`config.mk`:
```
export PLATFORM = sky130hd
export DESIGN_NAME = slsr_front
export DESIGN_NICKNAME = d
export VERILOG_FILES = /design/src/rtl/ship_lite_stream_replacement_macros.svh /design/src/rtl/slsr_pkg.sv /design/src/rtl/slsr_front.sv
export SDC_FILE = /design/constraint.sdc
export NUM_CORES = 1
export LEC_CHECK = 0
export BUFFER_PORTS_ARGS = -buffer_cell sky130_fd_sc_hd__buf_2
export CAP_MARGIN = 0
export CORE_MARGIN = 2
export CORE_UTILIZATION = 56
export DETAILED_ROUTE_END_ITERATION = 10
export PLACE_DENSITY = 0.94
export SETUP_SLACK_MARGIN = 0.2
export SLEW_MARGIN = 40
export SYNTH_ARGS = -nofsm -noshare
export SYNTH_HDL_FRONTEND = slang
export SYNTH_SLANG_ARGS = --single-unit
```
`constraint.sdc`:
```
create_clock -name clk -period 12.25 [get_ports clk]
set_clock_uncertainty 0.1 [all_clocks]
set_input_delay 0.6125 -clock clk [delete_from_list [all_inputs] [get_ports clk]]
set_output_delay 0.6125 -clock clk [all_outputs]
set_load 0.01 [all_outputs]
```
`src/rtl/ship_lite_stream_replacement_macros.svh`:
```
// assertion macros for the replacement block
`ifndef SHIP_LITE_STREAM_REPLACEMENT_MACROS_SVH
`define SHIP_LITE_STREAM_REPLACEMENT_MACROS_SVH
// implication checked every edge outside reset
`define SLSR_ASSERT_IMP(lbl, ante, cons) \
    lbl: assert property (@(posedge clk) disable iff (!rst_n) (ante) |-> (cons)) \
        else $error("assertion failed");
// implication whose consequent is checked in the next cycle
`define SLSR_ASSERT_NEXT(lbl, ante, cons) \
    lbl: assert property (@(posedge clk) disable iff (!rst_n) (ante) |=> (cons)) \
        else $error("assertion failed");
`endif

```
`src/rtl/slsr_pkg.sv`:
```
// shared types and constants of the replacement block
package slsr_pkg;
    localparam int SETS_DEF = 2048;
    localparam int WAYS_DEF = 16;
    localparam int CNTS_DEF = 16;
    localparam int ADDR_W = 48;
    localparam int SIG_W = 6;
    localparam logic OP_QUERY = 1'b0;
    localparam logic OP_UPDATE = 1'b1;
    localparam logic [3:0] THR_RESET = 4'd5;
    localparam logic [11:0] STRIDE_RESET = 12'd64;
    localparam logic [1:0] REG_THR = 2'd0;
    localparam logic [1:0] REG_STRIDE = 2'd1;

    typedef struct packed {
        logic       op;
        logic [10:0] set_index;
        logic [3:0] way;
        logic [47:0] address;
        logic [5:0] signature;
        logic       hit;
        logic [3:0] random_nibble;
    } item_t;

    typedef struct packed {
        logic [3:0] victim_way;
        logic       streaming;
    } result_t;
endpackage

```
`src/rtl/slsr_front.sv`:
```
// input stage and two entry queue
module slsr_front (
    input  logic                  clk,
    input  logic                  rst_n,
    input  logic                  in_valid,
    output logic                  in_ready,
    input  slsr_pkg::item_t       in_item,
    output logic                  q_valid,
    input  logic                  q_ready,
    output slsr_pkg::item_t       q_item
);
    import slsr_pkg::*;

    item_t      ent_reg [2];
    logic [1:0] cnt_reg;
    logic       rd_reg;
    logic       wr_reg;
    logic       push;
    logic       pop;

    assign in_ready = (cnt_reg != 2'd2);
    assign push = in_valid && in_ready;
    assign pop = q_valid && q_ready;
    assign q_valid = (cnt_reg != 2'd0);
    assign q_item = ent_reg[rd_reg];

    always_ff @(posedge clk or negedge rst_n)
    begin
        if (!rst_n)
        begin
            cnt_reg <= 2'd0;
            rd_reg <= 1'b0;
            wr_reg <= 1'b0;
        end
        else
        begin
            if (push)
            begin
                wr_reg <= ~wr_reg;
            end
            if (pop)
            begin
                rd_reg <= ~rd_reg;
            end
            cnt_reg <= cnt_reg + {1'b0, push} - {1'b0, pop};
        end
    end

    always_ff @(posedge clk)
    begin
        if (push)
        begin
            ent_reg[wr_reg] <= in_item;
        end
    end
endmodule

```
# Yosys cells after proc, flatten, opt, wreduce, memory -nomap -nowiden
# Memories as Yosys holds them, arrays and structs flattened.
# Cells that the tools add are included.
# W data, S select, Z words.
[word_totals] regBits=4 mem_bits_rw=150 in_bits=79 out_inout_bits=77 elab_cells=14 n_memories=1
[mem_list] memory="ent_reg" depth=2 word_bits=75 rd=1 rd_ports_with_merged_regs=0 write_ports=1 line="slsr_front.sv:14" source="item_t ent_reg [2];"
[op_classes] add_sub_neg=2 eq_ne=1 muxes=2 n_bitwise=2 n_reduce_logical=3
[ops] op="$add A2 B1 Y2" count=1
[ops] op="$logic_and A1 B1 Y1" count=2
[ops] op="$mux W1" count=2
[ops] op="$ne A2 B2 Y1 const B" count=1
[ops] op="$not A1 Y1" count=2
[ops] op="$reduce_bool A2 Y1" count=1
[ops] op="$sub A2 B1 Y2" count=1

# Longest topological paths before layout
[logic_depth] word_depth=4 mapped_depth=7 mapped_depth_nobuf=7

# Least setup slack after synthesis
# No wires, ideal clock.
[synth_path] path_type="input-to-reg" startpoint="input in_valid" endpoint="memory ent_reg[0][0] (netlist bit), enable pin" setup_ns=0.509 arrival_time_ns=3.839 required_time_ns=11.641 path_slack_ns=7.803 cell_stages=2 n_path_buf=0 path_cell_list="nand2_1 -> nor2_1"
[synth_between] elab_chain_cells=3
[synth_lines] item="from (decl)" line="slsr_front.sv:5" source="input logic in_valid,"
[synth_lines] item="$logic_and A1 B1 Y1" line="slsr_front.sv:22" source="assign push = in_valid && in_ready;"
[synth_lines] item="$mux W1" line="slsr_front.sv:51" source="if (push)"
[synth_lines] item="$mux W1 (not written as such)" line="slsr_front.sv:53" source="ent_reg[wr_reg] <= in_item;"
[synth_lines] item="to (decl)" line="slsr_front.sv:14"
# Every way passes these cells.

==> results.md <==
* Status: finished, final reports clean
* Routability Congestion at slightly below 0.7
* Cell Area, Placed at 6720 µm²
* Reg2reg setup slack at between 9 and 10 ns
* Cell taking the most area after synthesis: edfxtp_1
* Clock root buffer master: clkbuf_8
* Die Width at about 110 µm
* Sequential area share after synthesis at 0.799
* Via count of the first global-routing pass at 3025
* Share of the synthesized area in the top cell type at 0.782
* Worst skew pair latency at between 0.5 and 0.6 ns
* Slew Limit Headroom at 0.502
* Remaining DRCs at 0
* Endpoints failing setup at 0
* DP HPWL at 6350 µm
* Worst hold path class: primary input to register
* Setup crit end kind: output pin
* Pin count of the biggest net entering global routing at 77
* Worst Setup Path Type: register to output pin
* Core ar. at 10100 µm²
* Worst R2R Start: cnt_reg[0]
* PD cells at between 200 and 250 nW/µm²
* Final Hold Fails at 0
* CP max FO at 76
* Yosys cell types at 17
* Post-cts resize count at 0
* CTS buffer count at 17
* Die height at ~110 µm
* Post-route clock period utilization at 0.231
* H-tree depth at 4
* Final Cell Area at between 7000 and 8000 µm²
* Layout cell share with drive strength beyond 1 at 0.600
* Via density at 4.93
* Clk buf depth at 2
* Worst-path clk slew at ~0.06 ns
* Hold Startpoint: in_item[62]
* Syn. warnings at 0
* # Max-Cap Violations at 0
* First-pass DRT Iterations at 4
* FF-to-FF End: ent_reg[0][72]
* Setup_tns at 0 ns
* First-pass GRT wire length at between 15000 and 20000 µm
* RSZ-0062 raised after global routing: false
* Starting Density at 0.568
* Worst Tran Pin Value at roughly 0.75 ns
* Total vias in the final route at around 2.8k
* Hold path cells at 1
* CP max stage delay at 0.61 ns
* Area grow syn2layout at 27.3%
* Worst path bufs/invs at 2
* Highest-count cells in the layout ignoring fill and taps: buf_2 (155), edfxtp_1 (150), mux2_4 (40)
* Number of port buffers at 155
* Seq cells post-synth at about 150
* CTS tree: yes
* Setup crit start kind: register
* Post-synthesis area per instance at approximately 23 µm²
* Number of flip-flops in the largest register at 150
* Total grt overflow at 0
* Initial antenna violation count at 0
* Ant. Diodes at 0
* Crit path max-delay family: buffers and inverters
* Rows at 37
* Arr. time, crit path at between 2 and 2.5 ns
* Final min period at ~2.8 ns
* Total Routing Usage GR at 0.183
* Worst hold endpoint: ent_reg[0][62]
* Post-DRT Antenna Nets at 0
* Area contributors post-synth: edfxtp_1 (78%), mux2_4 (10%), mux2_2 (6.8%)
* Sink Count at roughly 150
* Commonest non-fill, non-tap cell in the layout: buf_2
* # IOs at between 150 and 200
* Cell count after synthesis at 250
* Final wirelength at around 9600 µm
* CTS Hold Bufs at 1
* Cell area after technology mapping at between 5000 and 6000 µm²
* Die Area at approximately 11000 µm²
* Crit-path cells: clkbuf_8 -> mux2_2 -> buf_2
* Average wire per standard cell at 16.8 µm
* Nets at between 500 and 600
* Worst Reg-to-Reg Cells at 5
* Leakage at 0.00288 µW
* Max VDD drop at 248 µV
* Slowest-stage cell, CP: clkbuf_8
* Number of fill cells at slightly above 600
* Starting DRT DRC Count at about 100
* Post-Syn Nets at about 330
* Fmax at 353 MHz
* Critical path data required time at approximately 12 ns
* Setup bufs post-CTS at 0
* Max-slew violations at 0
how the worst max path moves through the flow:
stage              from              to  slack [ns]  cells after the start
2_1_floorplan  in_valid   ent_reg[0][0]        7.80                      2
3_3_place_gp   in_valid   ent_reg[0][8]        9.52                      4
3_5_place_dp   in_valid  ent_reg[0][15]        9.66                      5
4_1_cts          rd_reg      q_item[74]        9.33                      3
5_1_grt          rd_reg       q_item[0]        9.34                      3
6_report         rd_reg       q_item[0]        9.42                      3
power breakdown:
group	switching [µW]	internal, µW
clock	183	347
sequential	30.5	722
combinational	275	268
total	488	1340
routing by layer:
layer,global-route usage,vias up,share of wire
li1,-,1334,-
met5,0,-,0
met3,0.0656,10,0.066
met1,0.223,1358,0.40
met4,0.0610,0,0.011
met2,0.304,105,0.52
kinds of logic (layout without fill, tap and decap cells):
| group | after synthesis | count (layout) | synth area share |
|---|---|---|---|
| mux | 75 | 75 | 0.173 |
| buf+inv | 9 | 192 | 0.0124 |
| flops | 154 | 154 | 0.799 |
| simple gates | 6 | 6 | 0.00565 |
| fa+ha+maj | 2 | 2 | 0.00434 |
| xor+xnor | 4 | 4 | 0.00608 |
stage by stage:
step / util / std cells / worst slack [ns] / power, µW / hold WS (ns)
2_1_floorplan: - / 250 / 7.80 / 1130 / 0.217
3_3_place_gp: 0.658 / 535 / 9.52 / 1280 / 0.320
3_5_place_dp: 0.663 / 537 / 9.66 / 1320 / 0.322
4_1_cts: 0.724 / 569 / 9.33 / 1850 / 0.168
5_1_grt: 0.724 / 569 / 9.34 / 1910 / 0.163
6_report: 0.724 / 569 / 9.42 / 1820 / 0.190
synthesized netlist by cell type:
cell type,instances
ha_1,2
nand2b_1,1
xor2_1,1
buf_6,4
inv_1,1
nor2_1,1
mux2_4,40
mux2_2,35
dfrtp_1,4
and3_1,1
edfxtp_1,150
and2_1,1
buf_2,3
xnor2_1,3
nand2_1,1
or2_1,1
buf_4,1
layout make-up:
class,instances,area [µm²],area share
flip-flops and latches,154,4610,0.628
inverters,1,3.75,0.000512
well taps,136,170,0.0232
clock buffers,20,425,0.0580
repair buffers,160,855,0.116
multi-input cells,87,1100,0.150
clock inverters,11,176,0.0240
Note: power is estimated with default switching activity, not from simulation.
